$ cat src/rtl/assert_macros.svh
// Assertion macros shared by the link readiness sequencer RTL.
// No dependencies; included by the modules that carry assertions.
`ifndef ASSERT_MACROS_SVH
`define ASSERT_MACROS_SVH

// Same-cycle implication, disabled during reset.
`define ASSERT_IMPLY(label, clk, rst, ante, cons, msg) \
   label: assert property (@(posedge clk) disable iff (rst) (ante) |-> (cons)) \
      else $error(msg);

// Next-cycle implication, disabled during reset.
`define ASSERT_NEXT(label, clk, rst, ante, cons, msg) \
   label: assert property (@(posedge clk) disable iff (rst) (ante) |=> (cons)) \
      else $error(msg);

`endif

$ cat src/rtl/lrcs_pkg.sv
// Types and constants for the link readiness command sequencer.
// No dependencies; used by lrcs_csr, lrcs_state and the top level.
`default_nettype none

package lrcs_pkg;

   // event codes
   localparam logic [3:0] EV_LINK_UP      = 4'd0;
   localparam logic [3:0] EV_LINK_DOWN    = 4'd1;
   localparam logic [3:0] EV_TIME_OK      = 4'd2;
   localparam logic [3:0] EV_TIME_FAIL    = 4'd3;
   localparam logic [3:0] EV_CONFIRM_OK   = 4'd4;
   localparam logic [3:0] EV_CONFIRM_FAIL = 4'd5;
   localparam logic [3:0] EV_SEND_OK      = 4'd8;
   localparam logic [3:0] EV_SEND_FAIL    = 4'd9;

   // func selector
   localparam logic FUNC_EVENT = 1'b0;
   localparam logic FUNC_POLL  = 1'b1;

   // command codes
   localparam logic [1:0] CMD_RESYNC = 2'd0;
   localparam logic [1:0] CMD_UPDATE = 2'd1;
   localparam logic [1:0] CMD_SEND   = 2'd2;

   // register map (word index)
   localparam int         CSR_ADDR_BITS = 4;
   localparam logic [1:0] REG_RESYNC    = 2'd0;
   localparam logic [1:0] REG_UPDATE    = 2'd1;
   localparam logic [1:0] REG_SENSOR    = 2'd2;

   localparam logic [31:0] RESYNC_PERIOD_RST = 32'd30000;
   localparam logic [31:0] UPDATE_PERIOD_RST = 32'd10000;
   localparam logic [31:0] SENSOR_PERIOD_RST = 32'd5000;

   localparam int REQ_DATA_BITS = 40;
   localparam int RSP_DATA_BITS = 32;

   typedef struct packed {
      logic        func;
      logic [3:0]  event_code;
      logic [31:0] now_ms;
   } item_type;

   typedef struct packed {
      logic [31:0] resync_period_ms;
      logic [31:0] update_period_ms;
      logic [31:0] send_period_ms;
   } period_type;

   typedef struct packed {
      logic        issue;
      logic [1:0]  command;
      logic [31:0] issue_time_ms;
   } decision_type;

endpackage

`default_nettype wire

$ cat src/rtl/link_readiness_command_sequencer.sv
// Link readiness command sequencer: request input register, decision
// logic, result register. Depends on lrcs_pkg, lrcs_csr, lrcs_state, assert_macros.svh.
//
// Usage:
//   req channel carries event items (tuser = 0, tdata[3:0] = event code)
//   and poll items (tuser = 1, tdata[35:4] = current time in ms).
//   rsp channel returns at most one command per poll item: tuser holds the
//   command (0 resync, 1 update tick, 2 sensor send), tdata the poll time.
//   csr port holds three period registers at byte offsets 0, 4 and 8.
// Timing:
//   An item is taken into the input register on its transfer; once the result
//   register can move, the flags and timestamps are updated and the result
//   register is loaded. One item per cycle is sustained while rsp is not
//   stalled; the flag update and three wrapping compares are all
//   combinational between the two registers.
// Reset clears all flags, timestamps and both stages, and loads the
// default periods (30000, 10000, 5000 ms).
// A stalled rsp holds its result; the input register takes items while it
// is empty or the result register can move, so req_tready drops after one
// further item is held.
`default_nettype none

`include "assert_macros.svh"

module link_readiness_command_sequencer #(
   parameter int TIME_BITS = 32
) (
   input  wire logic                                clock,
   input  wire logic                                reset,
   input  wire logic                                req_tvalid,
   output logic                                     req_tready,
   // [3:0] event_code, [35:4] now_ms, [39:36] zero
   input  wire logic [lrcs_pkg::REQ_DATA_BITS-1:0]  req_tdata,
   // [0] func
   input  wire logic [0:0]                          req_tuser,
   output logic                                     rsp_tvalid,
   input  wire logic                                rsp_tready,
   // [31:0] issue_time_ms
   output logic [lrcs_pkg::RSP_DATA_BITS-1:0]       rsp_tdata,
   // [1:0] command
   output logic [1:0]                               rsp_tuser,
   input  wire logic                                csr_psel,
   input  wire logic                                csr_penable,
   input  wire logic                                csr_pwrite,
   input  wire logic [lrcs_pkg::CSR_ADDR_BITS-1:0]  csr_paddr,
   input  wire logic [31:0]                         csr_pwdata,
   output logic [31:0]                              csr_prdata,
   output logic                                     csr_pready
);

   lrcs_pkg::period_type   periods;
   lrcs_pkg::decision_type decision;
   lrcs_pkg::item_type     in_item_ff;
   logic                   in_valid_ff, in_valid_in;
   logic                   rsp_valid_ff, rsp_valid_in;
   logic [1:0]             rsp_cmd_ff;
   logic [31:0]            rsp_time_ff;
   logic                   out_free;
   logic                   advance;
   logic                   req_xfer;

   lrcs_csr u_csr (
      .clock   (clock),
      .reset   (reset),
      .psel    (csr_psel),
      .penable (csr_penable),
      .pwrite  (csr_pwrite),
      .paddr   (csr_paddr),
      .pwdata  (csr_pwdata),
      .prdata  (csr_prdata),
      .pready  (csr_pready),
      .periods (periods)
   );

   lrcs_state #(
      .TIME_BITS (TIME_BITS)
   ) u_state (
      .clock    (clock),
      .reset    (reset),
      .step     (advance),
      .item     (in_item_ff),
      .periods  (periods),
      .decision (decision)
   );

   assign out_free   = !rsp_valid_ff || rsp_tready;
   assign advance    = in_valid_ff && out_free;
   assign req_tready = !in_valid_ff || out_free;
   assign req_xfer   = req_tvalid && req_tready;

   assign rsp_tvalid = rsp_valid_ff;
   assign rsp_tuser  = rsp_cmd_ff;
   assign rsp_tdata  = rsp_time_ff;

   always_comb begin
      in_valid_in = in_valid_ff;
      if (req_xfer) begin
         in_valid_in = 1'b1;
      end else if (advance) begin
         in_valid_in = 1'b0;
      end
      rsp_valid_in = rsp_valid_ff;
      if (advance) begin
         rsp_valid_in = decision.issue;
      end else if (rsp_tready) begin
         rsp_valid_in = 1'b0;
      end
   end

   always_ff @(posedge clock) begin
      if (reset) begin
         in_valid_ff  <= 1'b0;
         rsp_valid_ff <= 1'b0;
      end else begin
         in_valid_ff  <= in_valid_in;
         rsp_valid_ff <= rsp_valid_in;
      end
   end

   // payload registers
   always_ff @(posedge clock) begin
      if (req_xfer) begin
         in_item_ff.func       <= req_tuser[0];
         in_item_ff.event_code <= req_tdata[3:0];
         in_item_ff.now_ms     <= req_tdata[35:4];
      end
      if (advance && decision.issue) begin
         rsp_cmd_ff  <= decision.command;
         rsp_time_ff <= decision.issue_time_ms;
      end
   end

   `ASSERT_NEXT(a_in_held_on_stall, clock, reset, in_valid_ff && !advance, in_valid_ff, "held request lost")
   `ASSERT_NEXT(a_event_no_result, clock, reset, advance && in_item_ff.func == lrcs_pkg::FUNC_EVENT, !rsp_valid_ff, "event item produced a result")
   `ASSERT_IMPLY(a_ready_when_empty, clock, reset, !in_valid_ff, req_tready, "input stage empty but not ready")
   `ASSERT_IMPLY(a_cmd_code_valid, clock, reset, rsp_valid_ff, rsp_cmd_ff != 2'd3, "unused command code")

endmodule

`default_nettype wire

$ cat src/rtl/lrcs_csr.sv
// Configuration registers (three period registers) behind an APB-style port.
// Depends on lrcs_pkg.
`default_nettype none

module lrcs_csr (
   input  wire logic                              clock,
   input  wire logic                              reset,
   input  wire logic                              psel,
   input  wire logic                              penable,
   input  wire logic                              pwrite,
   input  wire logic [lrcs_pkg::CSR_ADDR_BITS-1:0] paddr,
   input  wire logic [31:0]                       pwdata,
   output logic [31:0]                            prdata,
   output logic                                   pready,
   output lrcs_pkg::period_type                   periods
);

   lrcs_pkg::period_type regs_ff, regs_in;
   logic                 wr_en;
   logic [1:0]           reg_idx;

   assign pready  = 1'b1;
   assign wr_en   = psel && penable && pwrite && pready;
   assign reg_idx = paddr[3:2];
   assign periods = regs_ff;

   always_comb begin
      regs_in = regs_ff;
      if (wr_en) begin
         case (reg_idx)
            lrcs_pkg::REG_RESYNC: regs_in.resync_period_ms = pwdata;
            lrcs_pkg::REG_UPDATE: regs_in.update_period_ms = pwdata;
            lrcs_pkg::REG_SENSOR: regs_in.send_period_ms   = pwdata;
            default: ;
         endcase
      end
   end

   always_comb begin
      case (reg_idx)
         lrcs_pkg::REG_RESYNC: prdata = regs_ff.resync_period_ms;
         lrcs_pkg::REG_UPDATE: prdata = regs_ff.update_period_ms;
         lrcs_pkg::REG_SENSOR: prdata = regs_ff.send_period_ms;
         default:              prdata = 32'd0;
      endcase
   end

   always_ff @(posedge clock) begin
      if (reset) begin
         regs_ff.resync_period_ms <= lrcs_pkg::RESYNC_PERIOD_RST;
         regs_ff.update_period_ms <= lrcs_pkg::UPDATE_PERIOD_RST;
         regs_ff.send_period_ms   <= lrcs_pkg::SENSOR_PERIOD_RST;
      end else begin
         regs_ff <= regs_in;
      end
   end

endmodule

`default_nettype wire

$ cat src/rtl/lrcs_state.sv
// Readiness flags, last-issue timestamps and the command decision.
// Depends on lrcs_pkg and assert_macros.svh.
`default_nettype none

`include "assert_macros.svh"

module lrcs_state #(
   parameter int TIME_BITS = 32
) (
   input  wire logic                   clock,
   input  wire logic                   reset,
   input  wire logic                   step,
   input  wire lrcs_pkg::item_type     item,
   input  wire lrcs_pkg::period_type   periods,
   output lrcs_pkg::decision_type      decision
);

   localparam int CmpBits = (TIME_BITS > 32) ? TIME_BITS : 32;

   logic                 link_up_ff, link_up_in;
   logic                 time_valid_ff, time_valid_in;
   logic                 upd_conf_ff, upd_conf_in;
   logic                 send_busy_ff, send_busy_in;
   logic [TIME_BITS-1:0] last_resync_ff, last_resync_in;
   logic [TIME_BITS-1:0] last_update_ff, last_update_in;
   logic [TIME_BITS-1:0] last_send_ff, last_send_in;

   logic [TIME_BITS-1:0] now_t;
   logic [CmpBits-1:0]   gap_resync, gap_update, gap_send;
   logic                 due_resync, due_update, due_send;

   // elapsed time wraps at TIME_BITS, compare at the wider of both widths
   always_comb begin
      now_t      = TIME_BITS'(item.now_ms);
      gap_resync = CmpBits'(TIME_BITS'(now_t - last_resync_ff));
      gap_update = CmpBits'(TIME_BITS'(now_t - last_update_ff));
      gap_send   = CmpBits'(TIME_BITS'(now_t - last_send_ff));
      due_resync = gap_resync >= CmpBits'(periods.resync_period_ms);
      due_update = gap_update >= CmpBits'(periods.update_period_ms);
      due_send   = gap_send >= CmpBits'(periods.send_period_ms);
   end

   always_comb begin
      decision.issue         = 1'b0;
      decision.command       = lrcs_pkg::CMD_RESYNC;
      decision.issue_time_ms = 32'(now_t);
      if (item.func == lrcs_pkg::FUNC_POLL && link_up_ff) begin
         if (!time_valid_ff) begin
            decision.issue   = due_resync;
            decision.command = lrcs_pkg::CMD_RESYNC;
         end else if (!upd_conf_ff) begin
            decision.issue   = due_update;
            decision.command = lrcs_pkg::CMD_UPDATE;
         end else begin
            decision.issue   = due_send && !send_busy_ff;
            decision.command = lrcs_pkg::CMD_SEND;
         end
      end
   end

   always_comb begin
      link_up_in     = link_up_ff;
      time_valid_in  = time_valid_ff;
      upd_conf_in    = upd_conf_ff;
      send_busy_in   = send_busy_ff;
      last_resync_in = last_resync_ff;
      last_update_in = last_update_ff;
      last_send_in   = last_send_ff;
      if (step) begin
         if (item.func == lrcs_pkg::FUNC_EVENT) begin
            case (item.event_code)
               lrcs_pkg::EV_LINK_UP:      link_up_in = 1'b1;
               lrcs_pkg::EV_LINK_DOWN: begin
                  link_up_in    = 1'b0;
                  time_valid_in = 1'b0;
                  upd_conf_in   = 1'b0;
                  send_busy_in  = 1'b0;
               end
               lrcs_pkg::EV_TIME_OK:      time_valid_in = 1'b1;
               lrcs_pkg::EV_TIME_FAIL:    time_valid_in = 1'b0;
               lrcs_pkg::EV_CONFIRM_OK:   upd_conf_in   = 1'b1;
               lrcs_pkg::EV_CONFIRM_FAIL: upd_conf_in   = 1'b0;
               lrcs_pkg::EV_SEND_OK,
               lrcs_pkg::EV_SEND_FAIL:    send_busy_in  = 1'b0;
               default: ;
            endcase
         end else if (decision.issue) begin
            case (decision.command)
               lrcs_pkg::CMD_RESYNC: last_resync_in = now_t;
               lrcs_pkg::CMD_UPDATE: last_update_in = now_t;
               lrcs_pkg::CMD_SEND: begin
                  last_send_in = now_t;
                  send_busy_in = 1'b1;
               end
               default: ;
            endcase
         end
      end
   end

   always_ff @(posedge clock) begin
      if (reset) begin
         link_up_ff     <= 1'b0;
         time_valid_ff  <= 1'b0;
         upd_conf_ff    <= 1'b0;
         send_busy_ff   <= 1'b0;
         last_resync_ff <= '0;
         last_update_ff <= '0;
         last_send_ff   <= '0;
      end else begin
         link_up_ff     <= link_up_in;
         time_valid_ff  <= time_valid_in;
         upd_conf_ff    <= upd_conf_in;
         send_busy_ff   <= send_busy_in;
         last_resync_ff <= last_resync_in;
         last_update_ff <= last_update_in;
         last_send_ff   <= last_send_in;
      end
   end

   `ASSERT_IMPLY(a_no_send_when_busy, clock, reset, decision.issue && send_busy_ff, decision.command != lrcs_pkg::CMD_SEND, "send issued while busy")
   `ASSERT_IMPLY(a_no_issue_link_down, clock, reset, !link_up_ff, !decision.issue, "command issued with link down")
   `ASSERT_NEXT(a_send_sets_busy, clock, reset, step && decision.issue && decision.command == lrcs_pkg::CMD_SEND, send_busy_ff, "send did not mark busy")

endmodule

`default_nettype wire

$ cat config.mk
export PLATFORM = sky130hd
export DESIGN_NAME = link_readiness_command_sequencer
export DESIGN_NICKNAME = d
export VERILOG_FILES = /design/src/rtl/lrcs_pkg.sv /design/src/rtl/link_readiness_command_sequencer.sv /design/src/rtl/lrcs_csr.sv /design/src/rtl/lrcs_state.sv
export VERILOG_INCLUDE_DIRS = /design/src /design/src/rtl
export SDC_FILE = /design/constraint.sdc
export NUM_CORES = 1
export LEC_CHECK = 0
export ABC_AREA = 1
export BUFFER_PORTS_ARGS = -buffer_cell sky130_fd_sc_hd__buf_2
export CORE_ASPECT_RATIO = 0.75
export CORE_UTILIZATION = 40
export DETAILED_ROUTE_END_ITERATION = 16
export HOLD_SLACK_MARGIN = 0.08
export PLACE_DENSITY = 0.57
export SKIP_CTS_REPAIR_TIMING = 1
export SYNTH_ARGS = -nofsm -noshare
export SYNTH_HDL_FRONTEND = slang
export SYNTH_SLANG_ARGS = --single-unit
$ cat constraint.sdc
create_clock -name clock -period 6.9 [get_ports clock]
set_input_delay 0.345 -clock clock [delete_from_list [all_inputs] [get_ports clock]]
set_output_delay 0.345 -clock clock [all_outputs]
set_load 0.05 [all_outputs]
Word level (Yosys, flattened, before mapping)
Cells that the tools add are included.
{"block": "word_totals", "reg_bits": 269, "output_inout_bits": 69}
{"block": "op_classes", "addsub": 3, "order_cmp": 3, "eq_ne": 13, "mux": 15, "n_bitwise": 1, "reduce_logical": 34}
{"cell": "$ge 32x32->1", "n": 3}
{"cell": "$pmux 32 s3", "n": 1}
{"cell": "$sub 32x32->32", "n": 3}
{"cell": "$reduce_and 4->1", "n": 4}
{"cell": "$reduce_bool 2->1", "n": 6}
{"cell": "$mux 3", "n": 3}
{"cell": "$reduce_and 3->1", "n": 3}
{"cell": "$eq 4x2->1 const B", "n": 2}
{"cell": "$eq 4x3->1 const B", "n": 2}
{"cell": "$eq 4x4->1 const B", "n": 2}
{"cell": "$mux 1", "n": 8}
{"cell": "$logic_and 1x1->1", "n": 7}
{"cell": "$pmux 1 s2", "n": 3}
{"cell": "$reduce_and 2->1", "n": 3}
{"cell": "$eq 2x1->1 const B", "n": 2}
{"cell": "$eq 2x2->1 const B", "n": 2}
{"cell": "$eq 4x1->1 const B", "n": 1}
{"cell": "$logic_not 2->1", "n": 2}
{"cell": "$logic_not 4->1", "n": 1}
{"cell": "$reduce_or 2->1", "n": 2}
{"cell": "$logic_not 1->1", "n": 3}
{"cell": "$reduce_or 3->1", "n": 1}
{"cell": "$logic_or 1x1->1", "n": 2}
{"cell": "$ne 2x1->1 const B", "n": 1}
{"cell": "other kinds (2)", "n": 2}

Logic depth before layout (Yosys ltp)
{"block": "depth", "word_depth": 10, "mapped_depth": 32, "depth_no_buf": 31}

Modules after synthesis
A second synthesis with hierarchy kept.
{"block": "unflattened", "hier_cells": 2718, "area_unflattened_um2": 18895.6}
{"module": "lrcs_state", "n_inst": 1, "cells_each": 1941, "area_per_inst_um2": 12194.2, "seq_area_each_um2": 2001.9}
{"module": "lrcs_csr", "n_inst": 1, "cells_each": 688, "area_per_inst_um2": 4460.5, "seq_area_each_um2": 1921.8}
{"module": "link_readiness_command_sequencer", "n_inst": 1, "cells_each": 89, "area_per_inst_um2": 2240.9, "seq_area_each_um2": 2172.1}

Worst setup path after synthesis
Ideal clock, no wire load.
{"block": "synth_timing", "path_type": "flip-flop to flip-flop", "from": "reg in_item_ff[0] (netlist bit)", "to": "reg rsp_time_ff[0], in the netlist rsp_tdata[0], enable pin", "t_arrival_ns": 4.219, "slack_ns": 2.292, "path_stages_with_launch": 24, "path_buffers": 2, "cell_sequence": "edfxtp_1 > inv_1 > ha_1 > inv_1 > fa_1 > nand3_1 > nand2_1 > a21oi_1 > o21ai_0 > a31oi_1 > o21ai_0 > a21oi_1 > xnor2_1 > ha_1 > nand2_1 > nor4_2 > nand2_1 > nand4_1 > inv_2 > nor2_8 > buf_6 > buf_6 > nand2_1 > inv_1"}
{"block": "synth_via", "elab_chain_cells": 7, "elab_cells_between_ends": 11}
{"item": "from (decl)", "line_no": "link_readiness_command_sequencer.sv:53", "rtl": "lrcs_pkg::item_type in_item_ff;"}
{"item": "$sub 32x32->32", "line_no": "lrcs_state.sv:37", "rtl": "gap_send = CmpBits'(TIME_BITS'(now_t - last_send_ff));"}
{"item": "$ge 32x32->1", "line_no": "lrcs_state.sv:40", "rtl": "due_send = gap_send >= CmpBits'(periods.send_period_ms);"}
{"item": "$logic_and 1x1->1", "line_no": "lrcs_state.sv:55", "rtl": "decision.issue = due_send && !send_busy_ff;"}
{"item": "$mux 3", "line_no": "lrcs_state.sv:51", "rtl": "end else if (!upd_conf_ff) begin"}
{"item": "$mux 3 *", "line_no": "lrcs_state.sv:48", "rtl": "if (!time_valid_ff) begin"}
{"item": "$mux 3 *", "line_no": "lrcs_state.sv:47", "rtl": "if (item.func == lrcs_pkg::FUNC_POLL && link_up_ff) begin"}
{"item": "$logic_and 1x1->1 *", "line_no": "link_readiness_command_sequencer.sv:127", "rtl": "if (advance && decision.issue) begin"}
{"item": "to (signal assigned)", "line_no": "link_readiness_command_sequencer.sv:129", "rtl": "rsp_time_ff <= decision.issue_time_ms;"}
{"item": "to (decl)", "line_no": "link_readiness_command_sequencer.sv:57", "rtl": "logic [31:0] rsp_time_ff;"}
Mark *: on every way between the ends. The rest lies on a longest branch, timed or not.
A chain may end at the register's enable or synchronous reset.

Final worst setup path
{"block": "layout_timing", "from": "reg in_item_ff[1] (netlist bit)", "to": "reg u_state.last_send_ff[3]"}
{"block": "layout_via", "elab_chain_cells": 7, "elab_cells_between_ends": 11}
{"item": "$sub 32x32->32", "line_no": "lrcs_state.sv:37"}
{"item": "$ge 32x32->1", "line_no": "lrcs_state.sv:40"}
{"item": "$logic_and 1x1->1", "line_no": "lrcs_state.sv:55"}
{"item": "$mux 3", "line_no": "lrcs_state.sv:51"}
{"item": "$mux 3 *", "line_no": "lrcs_state.sv:48"}
{"item": "$mux 3 *", "line_no": "lrcs_state.sv:47"}
{"item": "$reduce_and 4->1 (no line) *"}
{"item": "to (signal assigned)", "line_no": "lrcs_state.sv:117", "rtl": "last_send_ff <= last_send_in;"}
{"item": "to (decl)", "line_no": "lrcs_state.sv:26", "rtl": "logic [TIME_BITS-1:0] last_send_ff, last_send_in;"}
Marked as above.

==> out/metrics.yaml <==
min_period_over_period: 0.826
cp_top_family: "simple AND/OR/NAND/NOR gates"
vias_per_cell: 5.33
final_common_cell: "nand2_1"
dp_hpwl_mm: 44.5
start_util: 0.409
drt-initial-drc-count: 1370
antenna_found_initial: 1
final_core_util: 0.472
dieArea_mm2: 0.0441
root_buffer: "clkbuf_16"
ys_async_sr_fraction: 0
cts_tree: "built"
numPortBuffers: 145
cp.arrival_ns: 6.14
rsz0062_at_grt: "no"
placed_area_mm2: 0.0185
yosys.cell_types.count: 42
status: "finished clean"
ys_ff_latch: 269
slew_violations: 0
vias: 16250
hold_slack_ns: 0.0747
cts.clk_slew.worst_paths_ns: 0.06
grt_pass1_wl_mm: 84.9
tightest_slew_ns: 0.998
drc: 0
skew_ns: 0.0192
clock.fmax_mhz: 175
fin_area_mm2: 0.0200
hold_class: "in2reg"
crit_buf_inv: 1
p_per_area_mw_per_mm2: 217
synth-main-ff-cell: "dfxtp_1"
final_layout_size_suffix_gt1_frac: 0.0895
crit_type: "reg2reg"
cap_violations: 0
slowest_delay_ns: 0.61
yosysWarnings: 0
die_y_um: 182
syn-num-nets: 2576
place_congestion: 0.950
dieWidth_um: 242
layout_common_cells: "371 x nand2_1, 330 x inv_1, 276 x a21oi_1, 226 x nor2_1, 198 x dfxtp_1"
path_cells: "ha_1 > nand3_1 > nand2_1 > a21oi_1 > o21ai_0 > nand3_1 > nand3_1 > a31oi_1 > xor2_1 > ha_1 > nand2_1 > nor2_1 > nand4_1 > nor4_2 > nand2_1 > nand4_1 > inv_2 > nor2_8 > nand2_2 > nand2_1 > a21oi_1"
yosysSeqAreaShare: 0.352
globalRouteOverflowTotal: 0
worstSkewPairLatency_ns: 0.59
numCtsBuffers: 30
final_nets: 2734
cts_sinks: 269
synth_edf_count: 71
clk_path_buf_depth: 3
core_area_mm2: 0.0424
syn_area_mm2: 0.0173
grt_use_total: 0.249
slew_headroom: 0.335
cp.required_ns: 7.34
drtPass1Iterations: 7
routed_wl_mm: 57.1
area_growth_pct: 15.4
final_antenna_net_count: 0
grt_pass1_vias: 14555
leakage_nw: 8.25
cp_common_cell: "nand2_1"
hold_violations: 0
syn_inst: 2300
post_drt_wl_per_cell_um: 18.7
cts.htree.levels: 1
grt_max_degree: 107
fin_crit_ns: 5.70
crit_slowest_cell: "edfxtp_1"
num_rows: 65
syn_area_per_cell_um2: 7.53
tns_ns: 0
crit_path_end_kind: "flop"
worstPathMaxFanout: 48
io_pins: 153
peakVddDrop_uv: 191
critPathLaunchType: "flop"
n_antenna_cell: 0
setup_violations: 0
## worst register-to-register path, cell delays in order (launching register included)
cell	delay, ns
edfxtp_1	0.61
ha_1	0.39
nand3_1	0.07
nand2_1	0.11
a21oi_1	0.13
o21ai_0	0.56
nand3_1	0.17
nand3_1	0.27
a31oi_1	0.14
xor2_1	0.18
ha_1	0.31
nand2_1	0.07
nor2_1	0.14
nand4_1	0.20
nor4_2	0.22
nand2_1	0.09
nand4_1	0.33
inv_2	0.12
nor2_8	0.55
nand2_2	0.60
nand2_1	0.23
a21oi_1	0.08
## cells in the mapped netlist, types with 2 or more instances
cell type | number | share of area
nand3b_1 | 2 | 0.00087
a21o_1 | 9 | 0.0039
o21ai_1 | 3 | 0.00087
o21ai_0 | 139 | 0.040
nand3_1 | 82 | 0.024
a21boi_0 | 4 | 0.0017
edfxtp_1 | 71 | 0.12
nor2_1 | 230 | 0.050
a31oi_1 | 15 | 0.0054
inv_1 | 331 | 0.072
buf_4 | 7 | 0.0030
inv_2 | 2 | 0.00043
dfxtp_1 | 198 | 0.23
nand2_2 | 2 | 0.00072
a21oi_1 | 276 | 0.080
nor2_2 | 2 | 0.00072
fa_1 | 3 | 0.0035
o211ai_1 | 20 | 0.0087
buf_1 | 13 | 0.0028
xnor2_1 | 29 | 0.015
nand2_1 | 371 | 0.080
nand4_1 | 79 | 0.029
o221ai_1 | 39 | 0.020
buf_2 | 9 | 0.0026
o21a_1 | 8 | 0.0035
xor2_1 | 64 | 0.032
a211oi_1 | 3 | 0.0013
o2111ai_1 | 4 | 0.0020
clkbuf_1 | 53 | 0.011
ha_1 | 189 | 0.14
o21bai_1 | 4 | 0.0017
buf_6 | 4 | 0.0026
nor3_1 | 23 | 0.0066
nor4_1 | 4 | 0.0014
## worst paths after layout
kind,startpoint,cells past startpoint,to,slack [ns]
max,in_item_ff[1]$_DFFE_PP_,21,u_state.last_send_ff[3]$_SDFFE_PP0P_,1.20
min,csr_pwdata[15],3,u_csr.periods[79]$_SDFFE_PP0P_,0.07
max reg2reg,in_item_ff[1]$_DFFE_PP_,21,u_state.last_send_ff[3]$_SDFFE_PP0P_,1.20
min reg2reg,u_state.last_send_ff[19]$_SDFFE_PP0P_,2,u_state.last_send_ff[19]$_SDFFE_PP0P_,0.46
## per-layer routing
metal / GRT usage / share of wire / vias to the layer above
li1: - / - / 8087
met2: 0.344 / 0.39 / 506
met4: 0.0549 / 0.021 / 2
met3: 0.0469 / 0.072 / 65
met5: 0 / 0.00023 / -
met1: 0.390 / 0.51 / 7590
## cell type report
type	instances	area (µm²)
clock buffer	43	840
clock inverter	12	128
fill	4272	22400
inverter	334	1260
multi-input combinational	1611	9590
sequential	269	6100
tap	569	712
timing repair buffer	212	1350
## flip-flops by register name, indices dropped and copies added, names as in the netlist
name	flops
in_item_ff	37
in_valid_ff	1
rsp_tdata	32
rsp_tuser	2
rsp_tvalid	1
u_csr.periods	96
u_state.last_resync_ff	32
u_state.last_send_ff	32
u_state.last_update_ff	32
u_state.link_up_ff	1
u_state.send_busy_ff	1
u_state.time_valid_ff	1
u_state.upd_conf_ff	1
## cell families (layout without fill, tap and decap cells)
kind of cell,after synthesis,after routing,synth area share
simple gates,798,798,0.195
fa+ha+maj,192,192,0.140
xor+xnor,93,93,0.0470
flops,269,269,0.352
compound gates,527,527,0.170
other cells,1,1,0.000217
buf+inv,420,601,0.0950
## power breakdown
group          switching [mW]  total [mW]  internal, mW
registers              0.0519        1.71          1.65
clock network           0.681        1.60         0.919
logic                   0.685        1.03         0.348
total                    1.42        4.34          2.92
## stage by stage
step	power, mW	worst slack [ns]	std cells
after floorplan	2.41	2.29	2300
after global placement	2.71	1.24	2945
after detailed placement	2.73	1.20	2945
after CTS	4.34	1.17	3000
after global routing	4.55	0.737	3050
final	4.34	1.20	3050
(Power assumes the default switching activity.)
